--- src/sv/crp_pkg.sv ---
// Package for the CAN payload reassembler: widths, register indexes, status
// codes, the controller state type and the structs between submodules.
// No dependencies.
package crp_pkg;

  localparam int unsigned MAX_PAYLOAD = 8;
  localparam int unsigned ID_W        = 29;
  localparam int unsigned POS_W       = 16;
  localparam int unsigned LEN_W       = 4;
  localparam int unsigned BYTE_W      = 8;
  localparam int unsigned PAYLOAD_W   = MAX_PAYLOAD * BYTE_W;
  localparam int unsigned STD_ID_LSB  = 21;
  localparam int unsigned EXT_ID_LSB  = 3;
  localparam int unsigned IDE_BIT     = 2;
  localparam int unsigned CFG_AW      = 3;
  localparam int unsigned CFG_DW      = 32;

  localparam logic [POS_W-1:0] EXP_LEN_RESET = POS_W'(8);

  // Register index, taken from paddr[2].
  localparam logic REG_OWN_ID  = 1'b0;
  localparam logic REG_EXP_LEN = 1'b1;

  localparam logic [1:0] STATUS_OPEN    = 2'd0;
  localparam logic [1:0] STATUS_DONE    = 2'd1;
  localparam logic [1:0] STATUS_LEN_ERR = 2'd2;

  typedef enum logic {
    ST_IDLE,
    ST_EMIT
  } crp_state_e;

  // Commands from the controller to the byte serializer.
  typedef struct packed {
    logic load;
    logic shift;
  } crp_sh_cmd_t;

  // What the byte serializer shows to the controller.
  typedef struct packed {
    logic [BYTE_W-1:0] byte_value;
    logic              last_byte;
  } crp_sh_stat_t;

endpackage

--- src/sv/crp_cfg.sv ---
// Configuration registers of the CAN payload reassembler behind an APB-style
// port: own identifier and expected message length. Depends on crp_pkg.
module crp_cfg (
  input  logic                          clk_i,
  input  logic                          rst_ni,
  input  logic                          psel,
  input  logic                          penable,
  input  logic                          pwrite,
  input  logic [crp_pkg::CFG_AW-1:0]    paddr,
  input  logic [crp_pkg::CFG_DW-1:0]    pwdata,
  output logic [crp_pkg::CFG_DW-1:0]    prdata,
  output logic                          pready,
  output logic [crp_pkg::ID_W-1:0]      own_id_o,
  output logic [crp_pkg::POS_W-1:0]     exp_len_o
);
  import crp_pkg::*;

  logic [ID_W-1:0]  own_id_q, own_id_d;
  logic [POS_W-1:0] exp_len_q, exp_len_d;
  logic             wr_en;

  assign pready = 1'b1;
  assign wr_en  = psel & penable & pwrite;

  always_comb begin
    own_id_d  = own_id_q;
    exp_len_d = exp_len_q;
    if (wr_en) begin
      case (paddr[2])
        REG_OWN_ID:  own_id_d  = pwdata[ID_W-1:0];
        REG_EXP_LEN: exp_len_d = pwdata[POS_W-1:0];
        default: ;
      endcase
    end
  end

  always_comb begin
    case (paddr[2])
      REG_OWN_ID:  prdata = CFG_DW'(own_id_q);
      REG_EXP_LEN: prdata = CFG_DW'(exp_len_q);
      default:     prdata = '0;
    endcase
  end

  always_ff @(posedge clk_i or negedge rst_ni) begin
    if (!rst_ni) begin
      own_id_q  <= '0;
      exp_len_q <= EXP_LEN_RESET;
    end else begin
      own_id_q  <= own_id_d;
      exp_len_q <= exp_len_d;
    end
  end

  assign own_id_o  = own_id_q;
  assign exp_len_o = exp_len_q;

endmodule

--- src/sv/crp_shifter.sv ---
// Byte serializer: holds the eight payload bytes of a frame in a shift
// register and hands them out low byte first, one per shift. Depends on crp_pkg.
module crp_shifter (
  input  logic                          clk_i,
  input  logic                          rst_ni,
  input  crp_pkg::crp_sh_cmd_t          cmd_i,
  input  logic [crp_pkg::LEN_W-1:0]     length_code_i,
  input  logic [31:0]                   payload_low_i,
  input  logic [31:0]                   payload_high_i,
  output crp_pkg::crp_sh_stat_t         stat_o
);
  import crp_pkg::*;

  logic [PAYLOAD_W-1:0] data_q, data_d;
  logic [LEN_W-1:0]     cnt_q, cnt_d;

  always_comb begin
    data_d = data_q;
    cnt_d  = cnt_q;
    if (cmd_i.load) begin
      data_d = {payload_high_i, payload_low_i};
      cnt_d  = length_code_i;
    end else if (cmd_i.shift) begin
      data_d = data_q >> BYTE_W;
      cnt_d  = cnt_q - LEN_W'(1);
    end
  end

  always_ff @(posedge clk_i) begin
    data_q <= data_d;
  end

  always_ff @(posedge clk_i or negedge rst_ni) begin
    if (!rst_ni) begin
      cnt_q <= '0;
    end else begin
      cnt_q <= cnt_d;
    end
  end

  assign stat_o.byte_value = data_q[BYTE_W-1:0];
  assign stat_o.last_byte  = (cnt_q == LEN_W'(1));

endmodule

--- src/sv/crp_ctrl.sv ---
// Controller: identifier and length checks, buffer position, and the output
// register that presents one result at a time. Depends on crp_pkg.
module crp_ctrl (
  input  logic                          clk_i,
  input  logic                          rst_ni,
  input  logic                          in_valid_i,
  output logic                          in_ready_o,
  input  logic                          req_type_i,
  input  logic [31:0]                   id_word_i,
  input  logic [crp_pkg::LEN_W-1:0]     length_code_i,
  input  logic [crp_pkg::ID_W-1:0]      own_id_i,
  input  logic [crp_pkg::POS_W-1:0]     exp_len_i,
  output crp_pkg::crp_sh_cmd_t          sh_cmd_o,
  input  crp_pkg::crp_sh_stat_t         sh_stat_i,
  output logic                          out_valid_o,
  input  logic                          out_ready_i,
  output logic                          byte_valid_o,
  output logic [crp_pkg::BYTE_W-1:0]    byte_value_o,
  output logic [crp_pkg::POS_W-1:0]     byte_address_o,
  output logic                          id_match_o,
  output logic [1:0]                    status_o,
  output logic                          last_o
);
  import crp_pkg::*;

  crp_state_e        state_q, state_d;
  logic              match_q, match_d;
  logic              len_err_q, len_err_d;
  logic              empty_q, empty_d;
  logic [POS_W-1:0]  pos_q, pos_d;

  logic              out_valid_q, out_valid_d;
  logic              byte_valid_q, byte_valid_d;
  logic [BYTE_W-1:0] byte_value_q, byte_value_d;
  logic [POS_W-1:0]  byte_address_q, byte_address_d;
  logic              id_match_q, id_match_d;
  logic [1:0]        status_q, status_d;
  logic              last_q, last_d;

  logic              accept;
  logic              load_en;
  logic              emit;
  logic              byte_path;
  logic [ID_W-1:0]   frame_id;
  logic [POS_W-1:0]  pos_inc;
  logic              done;

  logic              res_byte_valid;
  logic              res_id_match;
  logic [1:0]        res_status;
  logic              res_last;

  assign in_ready_o = (state_q == ST_IDLE);
  assign accept     = in_valid_i & in_ready_o;
  // The output register takes a new result when it is empty or being drained.
  assign load_en    = ~out_valid_q | out_ready_i;
  assign emit       = (state_q == ST_EMIT) & load_en;
  assign byte_path  = match_q & ~len_err_q & ~empty_q;

  assign frame_id = id_word_i[IDE_BIT] ? id_word_i[31:EXT_ID_LSB]
                                       : ID_W'(id_word_i[31:STD_ID_LSB]);

  assign pos_inc = pos_q + POS_W'(1);
  assign done    = (pos_inc >= exp_len_i);

  // Next state.
  always_comb begin
    state_d = state_q;
    case (state_q)
      ST_IDLE: begin
        if (accept && !req_type_i) begin
          state_d = ST_EMIT;
        end
      end
      ST_EMIT: begin
        if (emit && res_last) begin
          state_d = ST_IDLE;
        end
      end
      default: state_d = ST_IDLE;
    endcase
  end

  // Result of the current step and serializer commands.
  always_comb begin
    res_byte_valid = 1'b0;
    res_id_match   = match_q;
    res_status     = STATUS_OPEN;
    res_last       = 1'b1;
    sh_cmd_o.load  = 1'b0;
    sh_cmd_o.shift = 1'b0;
    case (state_q)
      ST_IDLE: begin
        sh_cmd_o.load = accept & ~req_type_i;
      end
      ST_EMIT: begin
        if (match_q && len_err_q) begin
          res_status = STATUS_LEN_ERR;
        end else if (byte_path) begin
          res_byte_valid = 1'b1;
          sh_cmd_o.shift = load_en;
          if (done) begin
            res_status = STATUS_DONE;
          end else begin
            res_last = sh_stat_i.last_byte;
          end
        end
      end
      default: ;
    endcase
  end

  always_comb begin
    match_d   = match_q;
    len_err_d = len_err_q;
    empty_d   = empty_q;
    pos_d     = pos_q;
    if (accept) begin
      if (req_type_i) begin
        pos_d = '0;
      end else begin
        match_d   = (frame_id == own_id_i);
        len_err_d = (length_code_i > LEN_W'(MAX_PAYLOAD));
        empty_d   = (length_code_i == '0);
      end
    end else if (emit && byte_path) begin
      pos_d = done ? '0 : pos_inc;
    end
  end

  always_comb begin
    out_valid_d    = out_valid_q;
    byte_valid_d   = byte_valid_q;
    byte_value_d   = byte_value_q;
    byte_address_d = byte_address_q;
    id_match_d     = id_match_q;
    status_d       = status_q;
    last_d         = last_q;
    if (emit) begin
      out_valid_d    = 1'b1;
      byte_valid_d   = res_byte_valid;
      byte_value_d   = res_byte_valid ? sh_stat_i.byte_value : '0;
      byte_address_d = res_byte_valid ? pos_q : '0;
      id_match_d     = res_id_match;
      status_d       = res_status;
      last_d         = res_last;
    end else if (out_ready_i) begin
      out_valid_d = 1'b0;
    end
  end

  always_ff @(posedge clk_i or negedge rst_ni) begin
    if (!rst_ni) begin
      state_q     <= ST_IDLE;
      pos_q       <= '0;
      out_valid_q <= 1'b0;
    end else begin
      state_q     <= state_d;
      pos_q       <= pos_d;
      out_valid_q <= out_valid_d;
    end
  end

  always_ff @(posedge clk_i) begin
    match_q        <= match_d;
    len_err_q      <= len_err_d;
    empty_q        <= empty_d;
    byte_valid_q   <= byte_valid_d;
    byte_value_q   <= byte_value_d;
    byte_address_q <= byte_address_d;
    id_match_q     <= id_match_d;
    status_q       <= status_d;
    last_q         <= last_d;
  end

  assign out_valid_o    = out_valid_q;
  assign byte_valid_o   = byte_valid_q;
  assign byte_value_o   = byte_value_q;
  assign byte_address_o = byte_address_q;
  assign id_match_o     = id_match_q;
  assign status_o       = status_q;
  assign last_o         = last_q;

endmodule

--- src/sv/can_payload_reassembler.sv ---
// Top level of the CAN payload reassembler: configuration registers, byte
// serializer and controller. Depends on crp_pkg, crp_cfg, crp_shifter, crp_ctrl.
//
//   channel  direction  handshake                   contents
//   in       request    in_valid_i / in_ready_o     req_type, id_word, length_code, payload
//   out      result     out_valid_o / out_ready_i   byte_valid .. last
//   cfg      APB write  psel, penable, pwrite       own_identifier, expected_length
//
// A frame yields one result per cycle while the output is not stalled, n results
// in all (n from 1 to 8), set by the byte serializer that shifts out one
// payload byte per result.
// A position reset request gives no result.
// A new request is taken while the last result still waits in the output register.
// A stalled output holds the controller; reset clears the position and
// restores expected_length to 8.
module can_payload_reassembler (
  input  logic                          clk_i,
  input  logic                          rst_ni,
  input  logic                          psel,
  input  logic                          penable,
  input  logic                          pwrite,
  input  logic [crp_pkg::CFG_AW-1:0]    paddr,
  input  logic [crp_pkg::CFG_DW-1:0]    pwdata,
  output logic [crp_pkg::CFG_DW-1:0]    prdata,
  output logic                          pready,
  input  logic                          in_valid_i,
  output logic                          in_ready_o,
  input  logic                          req_type_i,
  input  logic [31:0]                   id_word_i,
  input  logic [3:0]                    length_code_i,
  input  logic [31:0]                   payload_low_i,
  input  logic [31:0]                   payload_high_i,
  output logic                          out_valid_o,
  input  logic                          out_ready_i,
  output logic                          byte_valid_o,
  output logic [7:0]                    byte_value_o,
  output logic [15:0]                   byte_address_o,
  output logic                          id_match_o,
  output logic [1:0]                    status_o,
  output logic                          last_o
);
  import crp_pkg::*;

  logic [ID_W-1:0]  own_id;
  logic [POS_W-1:0] exp_len;
  crp_sh_cmd_t      sh_cmd;
  crp_sh_stat_t     sh_stat;

  crp_cfg u_cfg (
    .clk_i     (clk_i),
    .rst_ni    (rst_ni),
    .psel      (psel),
    .penable   (penable),
    .pwrite    (pwrite),
    .paddr     (paddr),
    .pwdata    (pwdata),
    .prdata    (prdata),
    .pready    (pready),
    .own_id_o  (own_id),
    .exp_len_o (exp_len)
  );

  crp_shifter u_shifter (
    .clk_i          (clk_i),
    .rst_ni         (rst_ni),
    .cmd_i          (sh_cmd),
    .length_code_i  (length_code_i),
    .payload_low_i  (payload_low_i),
    .payload_high_i (payload_high_i),
    .stat_o         (sh_stat)
  );

  crp_ctrl u_ctrl (
    .clk_i          (clk_i),
    .rst_ni         (rst_ni),
    .in_valid_i     (in_valid_i),
    .in_ready_o     (in_ready_o),
    .req_type_i     (req_type_i),
    .id_word_i      (id_word_i),
    .length_code_i  (length_code_i),
    .own_id_i       (own_id),
    .exp_len_i      (exp_len),
    .sh_cmd_o       (sh_cmd),
    .sh_stat_i      (sh_stat),
    .out_valid_o    (out_valid_o),
    .out_ready_i    (out_ready_i),
    .byte_valid_o   (byte_valid_o),
    .byte_value_o   (byte_value_o),
    .byte_address_o (byte_address_o),
    .id_match_o     (id_match_o),
    .status_o       (status_o),
    .last_o         (last_o)
  );

endmodule

--- config.mk ---
export PLATFORM = sky130hd
export DESIGN_NAME = can_payload_reassembler
export DESIGN_NICKNAME = d
export VERILOG_FILES = /design/src/sv/crp_pkg.sv /design/src/sv/crp_cfg.sv /design/src/sv/crp_shifter.sv /design/src/sv/crp_ctrl.sv /design/src/sv/can_payload_reassembler.sv
export SDC_FILE = /design/constraint.sdc
export NUM_CORES = 1
export LEC_CHECK = 0
export BUFFER_PORTS_ARGS = -buffer_cell sky130_fd_sc_hd__clkbuf_2
export CORE_MARGIN = 1
export CORE_UTILIZATION = 54
export CTS_BUF_LIST = sky130_fd_sc_hd__clkbuf_16
export CTS_CLUSTER_SIZE = 12
export DETAILED_ROUTE_END_ITERATION = 10
export PLACE_DENSITY_LB_ADDON = 0.08
export SYNTH_ARGS = -nofsm -noshare
export SYNTH_HDL_FRONTEND = slang
export SYNTH_SLANG_ARGS = --single-unit
--- constraint.sdc ---
create_clock -name clk_i -period 4.1 [get_ports clk_i]
set_clock_uncertainty 0.2 [all_clocks]
set_input_delay 0.615 -clock clk_i [delete_from_list [all_inputs] [get_ports clk_i]]
set_output_delay 0.615 -clock clk_i [all_outputs]
set_load 0.05 [all_outputs]
# Word-level counts from Yosys, hierarchy flattened
# Cells that the tools add are included.
word_totals:
  regBits: 163
  latchBits: 0
  mem_bits_rw: 0
  romBits: 0
  input_bits: 143
  out_inout_bits: 64
  elab_cells: 82
  mem_count: 0
op_classes:
  addsub: 2
  mul: 0
  n_div: 0
  magnitude_cmp: 2
  n_eq_ne: 3
  n_shift: 0
  muxes: 29
  bitwise: 15
  reduce_logical: 14
op_table:
  columns: ["cell", "n"]
  rows:
  - ["64-bit two-way mux", 2]
  - ["16-bit two-way mux", 4]
  - ["32-bit one-hot mux with 2 select lines", 1]
  - ["29-bit equality test", 1]
  - ["29-bit two-way mux", 1]
  - ["16-bit by 1-bit adder with 16-bit output, second input constant", 1]
  - ["16-bit greater-or-equal comparator", 1]
  - ["1-bit two-way mux", 16]
  - ["4-bit two-way mux", 2]
  - ["2-bit AND reduction", 4]
  - ["1-bit AND", 7]
  - ["1-bit NOT", 7]
  - ["2-bit nonzero test", 3]
  - ["4-bit by 1-bit equality test with 1-bit output, second input constant", 1]
  - ["4-bit greater-than comparator, second input constant", 1]
  - ["1-bit logical AND", 4]
  - ["4-bit zero test", 1]
  - ["2-bit two-way mux", 2]
  - ["4-bit by 1-bit subtractor with 4-bit output, second input constant", 1]
  - ["3-bit OR reduction", 1]
  - ["2-bit inequality test, second input constant", 1]
  - ["1-bit one-hot mux with 2 select lines", 1]
  - ["1-bit zero test", 1]
  - ["1-bit bitwise OR", 1]

# Depth between registers and ports, before layout
depth:
  word_depth: 9
  depth_mapped: 12
  depth_no_buf: 11

# Cells and area by module
# From an unflattened synthesis, not the netlist that was laid out.
hier_totals:
  hier_cells: 644
  area_unflattened_um2: 8323.0
modules_own_cells:
  columns: ["module", "instances", "cells_per_inst", "area_per_inst_um2", "seq_area_each_um2"]
  rows:
  - ["crp_ctrl", 1, 342, 3275.6, 1411.4]
  - ["crp_shifter", 1, 168, 2987.9, 2021.9]
  - ["crp_cfg", 1, 134, 2059.5, 1127.3]

# Least setup slack after synthesis
# No wires, ideal clock.
synth_path:
  kind: "input to register"
  from: "input port in_valid_i"
  to: "register u_shifter.cnt_q[1]"
  setup_time_ns: 0.233
  t_arrival_ns: 3.115
  required_ns: 3.667
  path_slack_ns: 0.552
  path_stages: 5
  n_path_buf: 1
  path_cell_list: "nor2b_1 -> nor2b_1 -> clkbuf_1 -> nand2b_1 -> o221ai_1"
synth_via:
  elab_chain_len: 4
  word_cells_on_any_way: 5
  classes_between: "2 x mux; 2 x bitwise; 1 x reduce/logical"
synth_rtl:
  columns: ["item", "line_no", "rtl"]
  rows:
  - ["start: declaration", "can_payload_reassembler.sv:26", "input logic in_valid_i,"]
  - ["1-bit AND (*)", "crp_ctrl.sv:54", "assign accept = in_valid_i & in_ready_o;"]
  - ["1-bit AND (*)", "crp_ctrl.sv:94", "sh_cmd_o.load = accept & ~req_type_i;"]
  - ["1-bit two-way mux (*)", "crp_ctrl.sv:92", "case (state_q)"]
  - ["4-bit two-way mux or 2-bit nonzero test (tied branches)", null, null]
  - ["end signal: assignment", "crp_shifter.sv:37", "cnt_q <= cnt_d;"]
  - ["end: declaration", "crp_shifter.sv:15", "logic [LEN_W-1:0] cnt_q, cnt_d;"]
# Mark *: on every way between the ends. The rest lies on a longest branch, timed or not.
# A chain may end at the register's enable or synchronous reset.

# Worst setup path in the final report
layout_path:
  from: "register u_ctrl.pos_q[0]"
  to: "register u_ctrl.pos_q[5]"
layout_via:
  elab_chain_len: 5
layout_rtl:
  columns: ["item", "line_no", "rtl"]
  rows:
  - ["start: declaration", "crp_ctrl.sv:30", "logic [POS_W-1:0] pos_q, pos_d;"]
  - ["start signal: assignment", "crp_ctrl.sv:159", "pos_q <= pos_d;"]
  - ["16-bit by 1-bit adder with 16-bit output (*)", "crp_ctrl.sv:63", "assign pos_inc = pos_q + POS_W'(1);"]
  - ["16-bit greater-or-equal comparator", "crp_ctrl.sv:64", "assign done = (pos_inc >= exp_len_i);"]
  - ["16-bit two-way mux (*)", "crp_ctrl.sv:127", "pos_d = done ? '0 : pos_inc;"]
  - ["16-bit two-way mux (*)", "crp_ctrl.sv:126", "end else if (emit && byte_path) begin"]
  - ["16-bit two-way mux (*)", "crp_ctrl.sv:118", "if (accept) begin"]
# Mark *: on every way between the ends. The rest lies on a longest branch, timed or not. The select of a mux whose other input is x is not followed.

==> impl_metrics.yaml <==
clock_tree:
  cts_buffer_depth: 2
  hold_buffers: 0
  postCtsSetupBuffers: 0
  clock_latency_ps: 430
  cts_root_buf: "clkbuf_16"
  htreeDepth: 4
  cts-resized-gates: 0
  cts_made_buffers: 17
  cts_tree: "done"
  cts.sinks: 163
  clk_pin_slew_ps: 70
power_and_ir_drop:
  power.net_switching_mw: 1.49
  p_leak_nw: 4.31
  vdd_drop_max_mv: 0.316
  switching_share_pct: 32.0
  power.internal_mw: 3.15
  power_density_mw_per_mm2: 459
  pwr-share-comb_pct: 21.7
  p_seq_share_pct: 44.9
  clock_power_share_pct: 33.3
timing:
  holdWs_ps: 171
  finalSetupViolCount: 0
  setup_tns_ps: 0
  maxSlewHeadroom_pct: 29.0
  fmax_mhz: 272
  rsz0062_at_grt: "no"
  maxSlewViolCount: 0
  layout_worst_path_cycle_share_pct: 89.6
  hold_viol: 0
  min_period_ps: 3670
  worst_pin_slew_ps: 1060
  finalWorstSetupSlack_ps: 426
floorplanning:
  die_w_um: 127
  die_y_um: 127
  num_io_pins: 207
  start_util_pct: 55.5
  fp.dieArea_mm2: 0.0161
  fp-row-count: 45
  fp.coreArea_mm2: 0.0152
placement:
  placement.io_buffers: 195
  dpl_worst_slack_ps: 472
  gp_congestion: 0.833
  dpl.hpwl_um: 12900
  place_area_mm2: 0.00953
worst_setup_path:
  path_class: "reg -> reg"
  timing.rr.end: "u_ctrl.pos_q[5]"
  slowest_stage: "nor4_1"
  startpoint_type: "flop"
  reg2reg_from: "u_ctrl.pos_q[0]"
  endpoint_kind: "flop"
  max_stage_delay_ps: 470
  worstRegToRegCells: 10
  crit_fanout: 28
  cp-startpoint: "u_ctrl.pos_q[0]"
  critPathCapture: "u_ctrl.pos_q[5]"
  cp_cell_sequence: "ha_1 -> nand4_1 -> nor4_1 -> xor2_1 -> ha_1 -> nand4_1 -> nor3_4 -> o311ai_4 -> a41oi_1 -> o22ai_1"
  cp.arrival_ps: 3770
  crit_required_ps: 4200
  reg2reg_setup_slack_ps: 430
route:
  via_per_inst: 5.52
  wirelength_um: 17800
  dr_total_vias: 5794
  drt_iter0_markers: 411
  ant_nets: 0
  drt_pass1_iterations: 4
  drcViolationCount: 0
  routedWlPerCell_um: 16.9
logic_synthesis:
  yosysSeqAreaShare_pct: 54.0
  synthTopCellsByArea: "edfxtp_1 (34%), dfrtp_1 (20%), mux2_2 (16%), ha_1 (2.8%), and2_1 (2.1%)"
  syn_avg_cell_area_um2: 12.9
  synthArstFlopShare_pct: 41.1
  synth-seq-cells: 163
  yosys.area.top_type: "edfxtp_1"
  synthCells: 656
  yosys.cell_types.count: 59
  netlist.area_leader.share_pct: 34.2
  yosys_most_used_dff: "edfxtp_1"
  synth-edff-count: 96
  yosysWarnings: 0
  synth_area_mm2: 0.00844
layout:
  diodes: 0
  layout-drive-gt1-share_pct: 43.0
  multi_input_area_mm2: 0.00355
  nFillCells: 1183
  final_nets: 1010
  area_delta_synth_final_pct: 19.9
  fin_area_mm2: 0.0101
  seq_area_mm2: 0.00456
global_routing:
  grt.overflow.total: 0
  grt_max_degree: 75
  antenna_found_initial: 0
  grt_first_pass_wirelength_um: 28600
  grt.total_usage_pct: 22.9
  grt_pass1_vias: 5870
run_status:
  outcome: "finished, final reports clean"
flow_run:
  drv_cap: 0
min_path:
  hp-class: "in -> async"
[metrics by stage]
step	power [mW]	utilization (%)	cells
5_1_grt	4.83	66.5	1049
3_5_place_dp	3.13	62.7	1017
4_1_cts	4.68	66.5	1049
3_3_place_gp	3.09	62.7	1017
6_report	4.64	66.5	1049
2_1_floorplan	2.84	-	658
[cell usage in the layout (no fill, tap or decap), types with 14 or more instances in the layout]
| cell type | count |
|---|---|
| and2_1 | 29 |
| clkbuf_16 | 17 |
| clkbuf_2 | 194 |
| dfrtp_1 | 66 |
| edfxtp_1 | 96 |
| ha_1 | 19 |
| inv_1 | 27 |
| mux2_2 | 117 |
| mux2i_1 | 14 |
| nand2_1 | 34 |
| nand3_1 | 15 |
| nand4_1 | 15 |
| nor2_1 | 16 |
| nor2b_1 | 16 |
| xnor2_1 | 17 |
| xor2_1 | 17 |
[power by group through the flow]
stage	logic (mW)	registers (mW)	clock network, mW
6_report	1.01	2.08	1.55
5_1_grt	1.09	2.11	1.63
4_1_cts	1.02	2.08	1.58
3_5_place_dp	1.01	2.12	0
3_3_place_gp	0.989	2.10	0
2_1_floorplan	0.684	2.16	0
[worst max-delay path, delay by kind of cell, from the launching register on]
kind,cells,cell delay [ps]
adders and majority gates,2,630
xor gates and xnor gates,1,190
and+or+nand+nor,4,1230
DFF,1,440
AOI/OAI and AO/OA,3,850
[cell families (layout without fill, tap and decap cells)]
family                   count (synthesis)  in the layout  share of synthesized area [%]
flip-flops                             163            163                           54.0
XOR/XNOR                                34             34                           3.53
adder cells (fa/ha/maj)                 19             19                           2.82
AND/OR/NAND/NOR                        173            173                           11.8
buffers and inverters                   63            266                           4.09
AO/OA/AOI/OAI                           71             71                           6.36
multiplexers                           131            131                           17.3
other                                    2              4                         0.0890
[sequential cells by signal, summed over array words and instances, names as in the netlist]
signal                 cells
u_ctrl.status_o            2
u_ctrl.byte_valid_o        1
u_cfg.exp_len_o           16
u_ctrl.byte_value_o        8
u_cfg.own_id_o            29
u_ctrl.match_q             1
u_ctrl.len_err_q           1
u_shifter.data_q          64
u_ctrl.last_o              1
u_ctrl.pos_q              16
u_ctrl.id_match_o          1
u_ctrl.byte_address_o     16
u_ctrl.state_q             1
u_ctrl.empty_q             1
u_shifter.cnt_q            4
u_ctrl.out_valid_o         1
[layout make-up]
type / instances / share of cell area [%]
multi-input cells: 432 / 35.1
clock buffers: 17 / 4.21
repair buffers: 206 / 10.6
clock inverters: 15 / 1.57
well taps: 188 / 2.33
flip-flops and latches: 163 / 45.1
inverters: 28 / 1.09
[cells in the mapped netlist (13+ instances only)]
library cell / count
ha_1: 19
xor2_1: 17
nor2_1: 17
edfxtp_1: 96
nand3_1: 15
mux2_2: 117
nor3_1: 13
nand2_1: 34
and2_1: 29
xnor2_1: 17
nand4_1: 15
nor2b_1: 17
dfrtp_1: 66
mux2i_1: 14
inv_1: 27
[per-layer routing]
| metal | part of all wire, % | GRT usage, % | vias to the layer above |
|---|---|---|---|
| met4 | 1.9 | 8.61 | 0 |
| met3 | 6.5 | 6.41 | 22 |
| met5 | 0 | 0 | - |
| met1 | 42 | 28.4 | 2761 |
| li1 | - | - | 2811 |
| met2 | 50 | 38.4 | 200 |
[worst min path at each step]
stage	cells past startpoint	from	end	slack (ps)
detailed placement	1	u_shifter.data_q[5]	u_ctrl.byte_value_o[5]	310
global placement	1	u_shifter.data_q[7]	u_ctrl.byte_value_o[7]	300
CTS	2	pwdata[27]	u_cfg.own_id_o[27]	200
floorplan	0	rst_ni	u_cfg.exp_len_o[0]	120
finish	1	rst_ni	u_cfg.own_id_o[19]	170
global route	2	pwdata[18]	u_cfg.own_id_o[18]	210
(Power assumes the default switching activity.)
